File: config.mk
export PLATFORM = sky130hd
export DESIGN_NAME = oas_best
export DESIGN_NICKNAME = d
export VERILOG_FILES = /design/src/rtl/core/oas_pkg.sv /design/src/rtl/core/oas_best.sv
export SDC_FILE = /design/constraint.sdc
export NUM_CORES = 1
export LEC_CHECK = 0
export ABC_CLOCK_PERIOD_IN_PS = 4500
export CORE_ASPECT_RATIO = 1.1
export CORE_UTILIZATION = 60
export CTS_BUF_LIST = sky130_fd_sc_hd__clkbuf_2 sky130_fd_sc_hd__clkbuf_4 sky130_fd_sc_hd__clkbuf_8
export DETAILED_ROUTE_END_ITERATION = 10
export DONT_BUFFER_PORTS = 1
export PLACE_DENSITY = 0.82
export RECOVER_POWER = 50
export SLEW_MARGIN = 20
export SYNTH_ARGS = -nofsm -noshare
export SYNTH_HDL_FRONTEND = slang
export SYNTH_SLANG_ARGS = --single-unit
File: constraint.sdc
create_clock -name clk -period 4.5 [get_ports clk]
set_input_delay 0.9 -clock clk [delete_from_list [all_inputs] [get_ports clk]]
set_output_delay 0.9 -clock clk [all_outputs]
set_load 0.02 [all_outputs]
File: src/rtl/core/oas_pkg.sv
// ----------------------------------------------------------------------------
// oas_pkg
// shared constants, beat types and inter-module structs of the overlap
// alignment score block
// ----------------------------------------------------------------------------
`default_nettype none

package oas_pkg;

  // longest sequence held by the cell chain
  localparam int MAX_LEN   = 1024;
  // counters that can hold MAX_LEN itself
  localparam int LEN_W     = $clog2(MAX_LEN + 1);
  // index of one cell
  localparam int IDX_W     = (MAX_LEN > 1) ? $clog2(MAX_LEN) : 1;
  // signed score, lowest value is about -255 * MAX_LEN
  localparam int SCORE_W   = $clog2(256 * MAX_LEN + 1) + 1;
  localparam int SYM_W     = 8;
  localparam int PEN_W     = 8;
  localparam int OUT_W     = 11;
  localparam int CFG_IDX_W = 2;

  // register indexes
  localparam logic [CFG_IDX_W-1:0] CFG_MISMATCH = 2'd0;
  localparam logic [CFG_IDX_W-1:0] CFG_GAP      = 2'd1;

  // input beat kinds
  localparam logic KIND_B = 1'b0;
  localparam logic KIND_A = 1'b1;

  typedef struct packed {
    logic             kind;
    logic [SYM_W-1:0] symbol;
    logic             last;
  } in_beat_t;

  typedef struct packed {
    logic [OUT_W-1:0] best_score;
    logic [OUT_W-1:0] end_row;
    logic [OUT_W-1:0] end_col;
  } out_beat_t;

  // row token passed from cell to cell
  typedef struct packed {
    logic                      valid;
    logic [SYM_W-1:0]          sym;
    logic signed [SCORE_W-1:0] left;
    logic signed [SCORE_W-1:0] diag;
  } tok_t;

  // b symbol shifted towards the head while loading
  typedef struct packed {
    logic             valid;
    logic [SYM_W-1:0] sym;
  } bsym_t;

  typedef struct packed {
    logic load_b;
    logic scan;
    logic clear;
  } chain_ctl_t;

  typedef struct packed {
    logic                      valid;
    logic signed [SCORE_W-1:0] value;
    logic [LEN_W-1:0]          row;
    logic [LEN_W-1:0]          col;
  } offer_t;

  typedef struct packed {
    logic [LEN_W-1:0] value;
    logic [LEN_W-1:0] row;
    logic [LEN_W-1:0] col;
  } best_t;

endpackage

`default_nettype wire

File: src/rtl/core/oas_best.sv
// ----------------------------------------------------------------------------
// oas_best
// keeps the best positive score offered so far and where it was found
// ----------------------------------------------------------------------------
`default_nettype none

module oas_best (
  input  logic            clk,
  input  logic            rst_n,
  input  logic            clear,
  input  oas_pkg::offer_t offer,
  output oas_pkg::best_t  best
);

  logic [oas_pkg::LEN_W-1:0]   val_r, row_r, col_r;
  logic [oas_pkg::SCORE_W-1:0] val_ext;
  logic                        take;

  assign val_ext = oas_pkg::SCORE_W'(val_r);

  // strictly greater only, so the earliest cell wins a tie
  assign take = offer.valid && !offer.value[oas_pkg::SCORE_W-1] && (offer.value != '0)
                && ($unsigned(offer.value) > val_ext);

  always_ff @(posedge clk) begin
    if (!rst_n) begin
      val_r <= '0;
      row_r <= '0;
      col_r <= '0;
    end else if (clear) begin
      val_r <= '0;
      row_r <= '0;
      col_r <= '0;
    end else if (take) begin
      val_r <= oas_pkg::LEN_W'($unsigned(offer.value));
      row_r <= offer.row;
      col_r <= offer.col;
    end
  end

  assign best = '{value: val_r, row: row_r, col: col_r};

endmodule

`default_nettype wire

==> impl_metrics.tcl, run 1 <==
set metrics [dict create \
    hpwl_um 2330 \
    use_met3 0.102 \
    yosys.cell_types.count 23 \
    synth-seq-area-share 0.387 \
    hold_violations 0 \
    clk_pin_slew_ns 0.09 \
    antenna_found_initial 0 \
    syn_to_final_growth_pct 6.02 \
    wirelength_um 3140 \
    worstSetupPathType "input pin to register" \
    io_pins 79 \
    worstHoldPathType "register to register" \
    stdcell_count 224 \
    io_buffers 0 \
    place_congestion 0.883 \
    cp-start-kind "input pin" \
    utilization 0.698 \
    drcViolationCount 0 \
    rsz0062_at_grt "no" \
    clock_path_buffers 2 \
    finalClockSkew_ns 0.00733 \
    fin_hold_ws_ns 0.562 \
    cp_max_fo 33 \
    cp-startpoint "offer[31]" \
    placed_cell_area_mm2 0.00170 \
    synth_edf_count 0 \
    drive_gt1_frac 0.0933 \
    fillers 203 \
    final.min_clock_period_ns 2.45 \
    cts.repair.resized 0 \
    timing.rr.end "val_r[9]$_SDFFE_PP0P_" \
    synth_warnings 0 \
    max_freq_ghz 0.409 \
    tightest_slew_ns 0.545 \
    setup_viol 0 \
    ctsHtreeMaxLevel 2 \
    diodes 0 \
    syn-num-nets 250 \
    stdcell_area_mm2 0.00181 \
    use_met1 0.225 \
    synth_flop_cell "dfxtp_1" \
    initial_utilization 0.658 \
    grt_pass1_wl_um 5000 \
    post-place-cells 215 \
    synth_area_mm2 0.00171 \
    hold_end "col_r[0]$_SDFFE_PP0P_" \
    cp_data_required_time_ns 4.75 \
    hp-start "col_r[0]$_SDFFE_PP0P_" \
    ant_nets 0 \
    finalWorstSetupSlack_ns 2.05 \
    cts_tree "built" \
    reg2reg_slack_ns 2.05 \
    grt_max_degree 67 \
    ys_ff_latch 33 \
    firstDrtPassIters 4 \
    cts_hold_buf 0 \
    grt_pass1_vias 1268 \
    cts.sinks 33 \
    dr_total_vias 1248 \
    hold_depth 2 \
    setup_tns_ns 0 \
    cts-buffers-inserted 5 \
    postSynthCellCount 193 \
    overflow 0 \
    async_flop_share 0 \
    r2r_start "val_r[9]$_SDFFE_PP0P_" \
    relSlewSlack 0.637 \
    cp.arrival_ns 2.70 \
    clock_latency_ns 0.33 \
    vias_per_cell 5.57 \
    power_uw 602 \
    drt_iter0_drc 20 \
    die_x_um 52.8 \
    grt_use_total 0.224 \
    cts_setup_buffers 0 \
    grt.busiest_layer "met2" \
    cts_root_buf "clkbuf_4" \
    maxSlewViolCount 0 \
    post-place-ws_ns 1.68 \
    wl_per_cell_um 14.0 \
    use_met2 0.392 \
    period_share 0.544 \
    maxCapViolations 0 \
    final_nets 249 \
    coreArea_mm2 0.00259 \
    fp.dieH_um 57.9 \
    p_per_area_mw_per_mm2 333 \
    critPathCaptureType "register" \
    total_leakage_power_nw 0.682 \
    status "completed" \
    dieArea_mm2 0.00306 \
    avgSynthCellArea_um2 8.84 \
    r2r_cells 8 \
    irDropWorstVdd_mv 0.328 \
    rows 19 \
]
[sequential cells by signal (all words and copies together) (netlist names)]
name   cells
row_r     11
col_r     11
val_r     11
[Yosys cell counts, types with 2 or more instances]
master | count | area share
a21o_1 | 2 | 0.0088
a21oi_1 | 3 | 0.0088
buf_6 | 3 | 0.020
clkbuf_1 | 7 | 0.015
dfxtp_1 | 33 | 0.39
ha_1 | 11 | 0.081
inv_1 | 15 | 0.033
mux2i_1 | 33 | 0.19
nand2_1 | 69 | 0.15
nand3_1 | 2 | 0.0059
nor4_1 | 2 | 0.0073
nor4_2 | 2 | 0.015
[cell usage in the layout, fill, tap and decap left out, types with 2 or more instances in the layout]
master,instances
mux2i_1,33
a21o_1,2
dfxtp_1,33
a21oi_1,3
clkbuf_4,6
nand2_1,69
nor4_2,2
ha_1,11
inv_1,15
nor4_1,2
nand3_1,2
[power by group]
| group | internal, mW | switching (mW) |
|---|---|---|
| combinational | 0.0247 | 0.0309 |
| clock | 0.139 | 0.0959 |
| sequential | 0.299 | 0.0131 |
[cell families after synthesis]
| group | share of synthesized area |
|---|---|
| buffers and inverters | 0.0682 |
| flip-flops | 0.387 |
| AO/OA/AOI/OAI | 0.0513 |
| AND/OR/NAND/NOR | 0.219 |
| multiplexers | 0.194 |
| adder cells (fa/ha/maj) | 0.0807 |
[how the worst max path moves through the flow]
stage | endpoint | cells after the start
6_report | val_r[9]$_SDFFE_PP0P_ | 7
5_1_grt | col_r[9]$_SDFFE_PP0P_ | 8
4_1_cts | val_r[9]$_SDFFE_PP0P_ | 8
3_5_place_dp | row_r[6]$_SDFFE_PP0P_ | 7
3_3_place_gp | col_r[8]$_SDFFE_PP0P_ | 7
2_1_floorplan | col_r[0]$_SDFFE_PP0P_ | 7
[area by class of cell]
cell class                      count  area (um^2)  area share
Sequential cell                    33          661       0.365
Multi-Input combinational cell    135          936       0.518
Timing Repair Buffer                2         27.5      0.0152
Clock buffer                        7         58.8      0.0325
Tap cell                           31         38.8      0.0215
Inverter                           15         56.3      0.0311
Clock inverter                      1         30.0      0.0166
[critical path: stages]
cell	delay, ns
ha_1	0.32
nand4b_4	0.11
nor3_2	0.23
a2111oi_2	0.12
a211oi_4	0.24
buf_4	0.49
mux2i_1	0.26
[layer usage]
layer | vias up | wire, um
li1 | 636 | -
met1 | 560 | 1240
met2 | 47 | 1610
met3 | 5 | 254
met4 | 0 | 35
met5 | - | 0
Power figures use the tool's default switching activity.
==> inputs of run 2 (changes only) <==
--- a/config.mk
+++ b/config.mk
@@ -5,13 +5,13 @@
 export SDC_FILE = /design/constraint.sdc
 export NUM_CORES = 1
 export LEC_CHECK = 0
-export ABC_CLOCK_PERIOD_IN_PS = 4500
+export ABC_CLOCK_PERIOD_IN_PS = 2100
 export CORE_ASPECT_RATIO = 1.1
-export CORE_UTILIZATION = 60
+export CORE_UTILIZATION = 59
 export CTS_BUF_LIST = sky130_fd_sc_hd__clkbuf_2 sky130_fd_sc_hd__clkbuf_4 sky130_fd_sc_hd__clkbuf_8
 export DETAILED_ROUTE_END_ITERATION = 10
 export DONT_BUFFER_PORTS = 1
-export PLACE_DENSITY = 0.82
+export PLACE_DENSITY = 0.84
 export RECOVER_POWER = 50
 export SLEW_MARGIN = 20
 export SYNTH_ARGS = -nofsm -noshare
==> constraint.sdc (replaced) <==
create_clock -name clk -period 2.1 [get_ports clk]
set_input_delay 0.42 -clock clk [delete_from_list [all_inputs] [get_ports clk]]
set_output_delay 0.42 -clock clk [all_outputs]
set_load 0.02 [all_outputs]
==> impl_metrics.tcl, run 2 (same netlist as run 1, synthesis figures left out) <==
set metrics [dict create \
    overflow 0 \
    cp_slowest_cell "a2111oi_4" \
    worstSetupPathType "register to register" \
    reg_top3 "col_r: 11 flops, row_r: 11 flops, val_r: 11 flops" \
    tightest_slew_ns 0.577 \
    status "completed" \
    cp-startpoint "val_r[3]$_SDFFE_PP0P_" \
    relSlewSlack 0.609 \
    post-place-cells 230 \
    firstDrtPassIters 4 \
    ant_nets 0 \
    cpLargestDelayFamily "compound AO/OA/AOI/OAI gates" \
    drcViolationCount 0 \
    coreArea_mm2 0.00275 \
    max_freq_ghz 0.487 \
    diodes 0 \
    hold_violations 0 \
    wl_per_cell_um 16.5 \
    cp-start-kind "register" \
    path_buf_inv 3 \
    clk_pin_slew_ns 0.10 \
    final_nets 265 \
    wirelength_um 3980 \
    setup_viol 0 \
    ctsHtreeMaxLevel 2 \
    cts_tree "built" \
    total_leakage_power_nw 0.785 \
    cp.arrival_ns 2.28 \
    clock_path_buffers 2 \
    cp_max_fo 7 \
    p_per_area_mw_per_mm2 608 \
    use_met3 0.0749 \
    grt_pass1_wl_um 5640 \
    syn_to_final_growth_pct 20.0 \
    io_pins 79 \
    drive_gt1_frac 0.206 \
    initial_utilization 0.620 \
    hp-start "offer[25]" \
    io_buffers 0 \
    dieArea_mm2 0.00311 \
    worstPathCellList "inv_1, ha_1, nand3_2, o221ai_2, a2111oi_4, a211oi_4, buf_6, clkbuf_16, mux2i_1" \
    cts-buffers-inserted 5 \
    maxSlewViolCount 0 \
    place_congestion 0.750 \
    grt_pass1_vias 1319 \
    cp_data_required_time_ns 2.33 \
    use_met1 0.258 \
    r2r_start "val_r[3]$_SDFFE_PP0P_" \
    hpwl_um 2760 \
    period_share 0.978 \
    grt_max_degree 67 \
    critPathCaptureType "register" \
    maxCapViolations 0 \
    fp.dieH_um 58.4 \
    cts.sinks 33 \
    dr_total_vias 1361 \
    finalClockSkew_ns 0.00364 \
    vias_per_cell 5.62 \
    die_x_um 53.3 \
    rows 20 \
    setup_tns_ns 0 \
    grt_use_total 0.253 \
    final_cell_mix "nand2_1 (69), mux2i_1 (33), dfxtp_1 (28)" \
    cts_root_buf "clkbuf_4" \
    layout_commonest_cell "nand2_1" \
    final.min_clock_period_ns 2.05 \
    use_met2 0.457 \
    antenna_found_initial 0 \
    worstHoldPathType "input pin to register" \
    clock_latency_ns 0.33 \
    slowest_delay_ns 0.44 \
    irDropWorstVdd_mv 0.503 \
    stdcell_count 242 \
    grt.busiest_layer "met2" \
    drt_iter0_drc 23 \
]
run 2: metal layers:
metal	part of all wire	routed length, um	vias up
li1	-	-	668
met1	0.40	1580	623
met2	0.51	2040	60
met3	0.066	261	10
met4	0.027	109	0
met5	0	0	-
run 2: stage by stage:
stage               setup slack, ns  total power [mW]  hold WS (ns)   util  cell area, um^2
floorplan                    0.0104             0.784         0.533      -             1710
global placement              0.110             0.807         0.545  0.663             1820
detailed placement          -0.0513             0.816         0.554  0.663             1820
CTS                          0.0103              1.24         0.203  0.712             1960
global route                -0.0333              1.30         0.199  0.744             2050
finish                       0.0456              1.24         0.209  0.744             2050
run 2: final cells by class:
cell class | instances | area [um^2]
repair buffers | 18 | 184
well taps | 33 | 41.3
flip-flops and latches | 33 | 667
clock inverters | 1 | 5.00
multi-input cells | 135 | 1030
inverters | 15 | 56.3
clock buffers | 7 | 65.1
fillers | 198 | 706
run 2: timing repair:
item                                    in CTS  in global routing
endpoints found under the setup margin       2                 33
gates resized for setup                      3                 17
hold buffers                                 0                  0
setup buffers                                1                  1
cloned                                       1                  1
pin swaps                                    2                  9
run 2: worst paths after layout:
| kind | endpoint | slack [ns] | depth (start not counted) |
|---|---|---|---|
| setup / recovery | col_r[2]$_SDFFE_PP0P_ | 0.05 | 9 |
| hold / removal | val_r[3]$_SDFFE_PP0P_ | 0.21 | 2 |
| setup reg to reg | col_r[2]$_SDFFE_PP0P_ | 0.05 | 9 |
| hold reg to reg | row_r[3]$_SDFFE_PP0P_ | 0.57 | 2 |
run 2: where the power goes:
part | internal (mW) | total [mW] | switching, mW
Clock | 0.194 | 0.408 | 0.214
Combinational | 0.0834 | 0.175 | 0.0921
Sequential | 0.640 | 0.661 | 0.0210
